--- config.mk ---
export PLATFORM = sky130hd
export DESIGN_NAME = rbst_div
export DESIGN_NICKNAME = d
export VERILOG_FILES = /design/src/rtl/rbst_div.sv
export SDC_FILE = /design/constraint.sdc
export NUM_CORES = 2
export LEC_CHECK = 0
export ABC_AREA = 1
export BUFFER_PORTS_ARGS = -buffer_cell sky130_fd_sc_hd__buf_2
export CAP_MARGIN = 5
export CORE_MARGIN = 1
export CORE_UTILIZATION = 44
export CTS_CLUSTER_SIZE = 16
export DETAILED_ROUTE_END_ITERATION = 8
export GPL_TIMING_DRIVEN = 0
export PLACE_DENSITY = 0.69
export SETUP_SLACK_MARGIN = 0.4
export SYNTH_ARGS = -nofsm -noshare
export SYNTH_HDL_FRONTEND = slang
export SYNTH_SLANG_ARGS = --single-unit
--- constraint.sdc ---
create_clock -name clock -period 4.6 [get_ports clock]
set_input_delay 1.15 -clock clock [delete_from_list [all_inputs] [get_ports clock]]
set_output_delay 1.15 -clock clock [all_outputs]
set_load 0.005 [all_outputs]
--- src/rtl/rbst_div.sv ---
// ----------------------------------------------------------------------------
// Ray box slab test divider
// Pipelined restoring divider: an overflow check, then one quotient bit per
// stage, and an overflow flag when the quotient does not fit in QUOT_BITS bits.
// ----------------------------------------------------------------------------
module rbst_div #(
   parameter int NUM_WIDTH = 33,
   parameter int QUOT_BITS = 19
) (
   input  logic                 clock,
   input  logic [QUOT_BITS:0]   en,
   input  logic [NUM_WIDTH-1:0] num,
   input  logic [NUM_WIDTH-1:0] den,
   output logic [QUOT_BITS-1:0] quot,
   output logic                 sat
);

   // The divisor is scaled by eight so the quotient carries three integer bits.
   localparam int RW = NUM_WIDTH + 3;

   logic [RW-1:0]        rem_ff [0:QUOT_BITS];
   logic [RW-1:0]        dsc_ff [0:QUOT_BITS];
   logic [QUOT_BITS-1:0] quo_ff [0:QUOT_BITS];
   logic [QUOT_BITS:0]   sat_ff;

   logic [RW-1:0] num_ext;
   logic [RW-1:0] dsc_in;
   logic          sat_in;

   // First stage: overflow check against the scaled divisor.
   always_comb begin
      num_ext = RW'(num);
      dsc_in  = {den, 3'b000};
      sat_in  = (num_ext >= dsc_in);
   end

   always_ff @(posedge clock) begin
      if (en[0]) begin
         rem_ff[0] <= sat_in ? '0 : num_ext;
         dsc_ff[0] <= dsc_in;
         quo_ff[0] <= '0;
         sat_ff[0] <= sat_in;
      end
   end

   // One shift, compare and subtract per stage.
   for (genvar k = 1; k <= QUOT_BITS; k++) begin : g_step
      logic [RW:0] twice;
      logic [RW:0] diff;
      logic        ge;

      always_comb begin
         twice = {rem_ff[k-1], 1'b0};
         diff  = twice - {1'b0, dsc_ff[k-1]};
         ge    = (twice >= {1'b0, dsc_ff[k-1]});
      end

      always_ff @(posedge clock) begin
         if (en[k]) begin
            rem_ff[k] <= ge ? diff[RW-1:0] : twice[RW-1:0];
            dsc_ff[k] <= dsc_ff[k-1];
            quo_ff[k] <= {quo_ff[k-1][QUOT_BITS-2:0], ge};
            sat_ff[k] <= sat_ff[k-1];
         end
      end
   end

   assign quot = quo_ff[QUOT_BITS];
   assign sat  = sat_ff[QUOT_BITS];

endmodule
==> out/qor.yml <==
drt:
  drt_pass1_iterations: 6
  drt_wl_total_mm: 304.5
  ant_nets: 0
  first_iter_violations: 9156
  dr_total_vias: 86730
  post_drt_wl_per_cell_um: 17.15
  post-route-drc-count: 0
  routed_via_density: 4.885
floorplanning:
  num_rows: 177
  die_area_um2: 236800
  initial_utilization_pct: 44.36
  core_um2: 233000
  die_w_um: 486.6
  ios: 107
  die_height_um: 486.6
final_layout:
  nNetsFinal: 15240
  design_area_um2: 114000
  drive_gt1_share_pct: 4.822
  nFillCells: 23220
  syn_to_final_growth_pct: 10.30
  final_cells: 17760
  final_util_pct: 48.92
setup_path:
  crit_slowest_cell: "edfxtp_1"
  rr_startpoint: "rem_ff[15][27]"
  critPathArrivalTime_ns: 3.48
  crit_family: "simple AND/OR/NAND/NOR gates"
  slowest_delay_ns: 0.44
  cp_max_fo: 10
  crit_path_end: "rem_ff[16][3]"
  r2r_cells: 10
  worstPathRequired_ns: 5.16
  crit_start: "rem_ff[15][27]"
  path_buf_inv: 1
  end_kind: "flop"
  reg2reg_slack_ns: 1.68
  start_kind: "flop"
  worstSetupPathType: "reg -> reg"
  r2r-end: "rem_ff[16][3]"
  worstSetupPathDepth: 10
  crit_path_cell_trace: "ha_1 > nand2_1 > nor2_1 > nand2_1 > nor2_1 > nand3_1 > nand3_1 > nor2_2 > buf_2 > a21oi_1"
clock_network:
  cts_tree: "done"
  worstSkewPairLatency_ns: 0.84
  cts-htree-levels: 4
  path_clk_slew_ns: 0.06
  clockRootBuffer: "clkbuf_16"
  post-cts-setup-buffers: 0
  cts_buffers: 166
  clkSinkCount: 1467
  cts_buffer_depth: 3
  cts_resized: 0
  cts_hold_buf: 0
logic_synthesis:
  syn_area_um2: 103300
  yosysWarnings: 0
  netlist_instances: 14190
  yosysSeqAreaShare_pct: 42.63
  avgSynthCellArea_um2: 7.283
  synth_cell_types: 42
  synth_nets: 14950
  synth-seq-cells: 1467
timing:
  tightest_slew_ns: 0.9995
  hold_violations: 0
  period_needed_ns: 2.917
  clock_skew_ns: 0.04689
  slew_violations: 0
  fin_setup_tns_ns: 0
  max_freq_ghz: 0.3429
  rsz0062_at_grt: "no"
  setup_viol: 0
  finalCritPeriodShare_pct: 63.41
  max_slew_margin_pct: 32.81
power_and_ir_drop:
  irDropWorstVdd_v: 0.0004243
  p_per_area_nw_per_um2: 640.3
  leakagePower_nw: 60.56
place:
  placed_cell_area_um2: 108200
  dpl.cell_count: 17440
  io_buffers: 106
  globalplace.congestion: 0.9751
  dp_hpwl_mm: 249.7
global_route:
  antenna_found_initial: 4
  grt_pass1_wl_mm: 460.2
  overflow: 0
  grt_usage_pct: 25.41
  grt_pass1_vias: 78400
  grt_max_degree: 77
job:
  cap_violations: 0
worst_hold_path:
  hold_depth: 0
  worstHoldStart: "quo_ff[8][0]"
  min_path_type: "reg -> reg"
run_status:
  status: "complete, no violations"
-- layout make-up --
class | count | area (um^2) | area share (%)
antenna | 4 | 10.01 | 0.008782
buffer | 138 | 1197 | 1.051
clock buffer | 186 | 4250 | 3.729
clock inverter | 123 | 1474 | 1.293
inverter | 3110 | 11690 | 10.26
multi-input combinational | 9474 | 46410 | 40.72
sequential | 1467 | 44050 | 38.65
tap | 3132 | 3919 | 3.438
timing repair buffer | 121 | 980.9 | 0.8606
-- layer usage --
metal | track usage [%] | vias to the layer above | wire, um
met5 | 0 | - | 0
met4 | 6.980 | 0 | 7671
met3 | 3.977 | 383 | 24250
met2 | 38.73 | 2940 | 130800
met1 | 37.15 | 39070 | 141800
li1 | - | 44340 | -
-- cell families (layout without fill, tap and decap cells) --
family | after synthesis | count (layout) | share of synthesized area, %
flip-flops | 1467 | 1467 | 42.63
AO/OA/AOI/OAI | 458 | 458 | 2.296
other | 0 | 4 | 0
AND/OR/NAND/NOR | 8087 | 8087 | 32.16
adder cells (fa/ha/maj) | 672 | 672 | 8.267
XOR/XNOR | 257 | 257 | 2.178
buffers and inverters | 3248 | 3678 | 12.47
-- metrics by stage --
| stage | total power [mW] | hold slack, ns | setup WS [ns] |
|---|---|---|---|
| global placement | 58.36 | 0.4001 | 1.146 |
| CTS | 72.71 | 0.4074 | 1.355 |
| floorplan | 47.27 | 0.4003 | 1.935 |
| global route | 78.64 | 0.4169 | 1.541 |
| finish | 72.98 | 0.4140 | 1.683 |
| detailed placement | 58.64 | 0.4045 | 1.109 |
-- power breakdown --
part           total, mW  leakage (nW)  internal, mW  switching (mW)
registers           21.8          14.4          19.4            2.33
logic               37.4          43.4          12.1            25.3
clock network       13.8          2.76          8.05            5.73
total               73.0          60.6          39.6            33.4
-- how the worst min path moves through the flow --
stage | to | slack [ns]
after floorplan | quo_ff[10][1] | 0.40
after global placement | quo_ff[15][4] | 0.40
after detailed placement | quo_ff[14][9] | 0.40
after CTS | quo_ff[9][1] | 0.41
after global routing | quo_ff[7][1] | 0.42
final | quo_ff[9][1] | 0.41
-- synth_stat cells --
master	number	area share, %
a211oi_1	2	0.015
a21o_1	3	0.022
a21oi_1	396	1.9
a21oi_2	2	0.017
a21oi_4	1	0.016
a22oi_1	1	0.0073
and2_1	115	0.70
and3_1	11	0.067
buf_2	45	0.22
buf_4	14	0.10
buf_6	76	0.83
clkbuf_1	3	0.011
edfxtp_1	1467	43
fa_1	18	0.35
ha_1	654	7.9
inv_1	3086	11
inv_2	18	0.065
inv_4	6	0.036
nand2_1	5830	21
nand2_2	23	0.14
nand2_4	17	0.19
nand2_8	1	0.019
nand3_1	787	3.8
nand3_2	17	0.16
nand3_4	1	0.017
nand3b_1	143	1.0
nand4_1	92	0.56
nor2_1	820	3.0
nor2_2	44	0.27
nor2_4	2	0.022
nor3_1	119	0.58
nor3_2	14	0.14
nor3b_1	1	0.0073
nor4_1	11	0.067
o2111ai_1	1	0.0085
o211ai_1	1	0.0073
o21a_1	5	0.036
o21ai_0	35	0.17
o21bai_1	11	0.080
or2_2	39	0.24
xnor2_1	8	0.068
xor2_1	249	2.1
-- placed cells by master, fill, tap and decap left out, types with 5 or more instances in the layout --
| master | synthesis | final |
|---|---|---|
| nand2_1 | 5830 | 5830 |
| inv_1 | 3086 | 3086 |
| edfxtp_1 | 1467 | 1467 |
| nor2_1 | 820 | 820 |
| nand3_1 | 787 | 787 |
| ha_1 | 654 | 654 |
| a21oi_1 | 396 | 396 |
| xor2_1 | 249 | 249 |
| clkbuf_16 | 0 | 167 |
| nand3b_1 | 143 | 143 |
| buf_2 | 45 | 133 |
| nor3_1 | 119 | 119 |
| and2_1 | 115 | 115 |
| nand4_1 | 92 | 92 |
| buf_6 | 76 | 76 |
| nor2_2 | 44 | 44 |
| or2_2 | 39 | 39 |
| o21ai_0 | 35 | 35 |
| buf_4 | 14 | 32 |
| clkinv_2 | 0 | 28 |
| clkinv_1 | 0 | 27 |
| nand2_2 | 23 | 23 |
| bufinv_16 | 0 | 23 |
| clkbuf_1 | 3 | 22 |
| inv_2 | 18 | 18 |
| fa_1 | 18 | 18 |
| nand3_2 | 17 | 17 |
| nand2_4 | 17 | 17 |
| nor3_2 | 14 | 14 |
| buf_16 | 0 | 14 |
| inv_6 | 0 | 13 |
| clkinvlp_4 | 0 | 12 |
| o21bai_1 | 11 | 11 |
| and3_1 | 11 | 11 |
| nor4_1 | 11 | 10 |
| clkinv_4 | 0 | 9 |
| xnor2_1 | 8 | 8 |
| inv_4 | 6 | 6 |
| o21a_1 | 5 | 5 |
| clkinv_16 | 0 | 5 |
-- state kept, by name (all words and copies together), names as in the netlist --
signal,count
rem_ff,630
sat,1
quo_ff,190
dsc_ff,627
sat_ff,19
(Power assumes the default switching activity.)
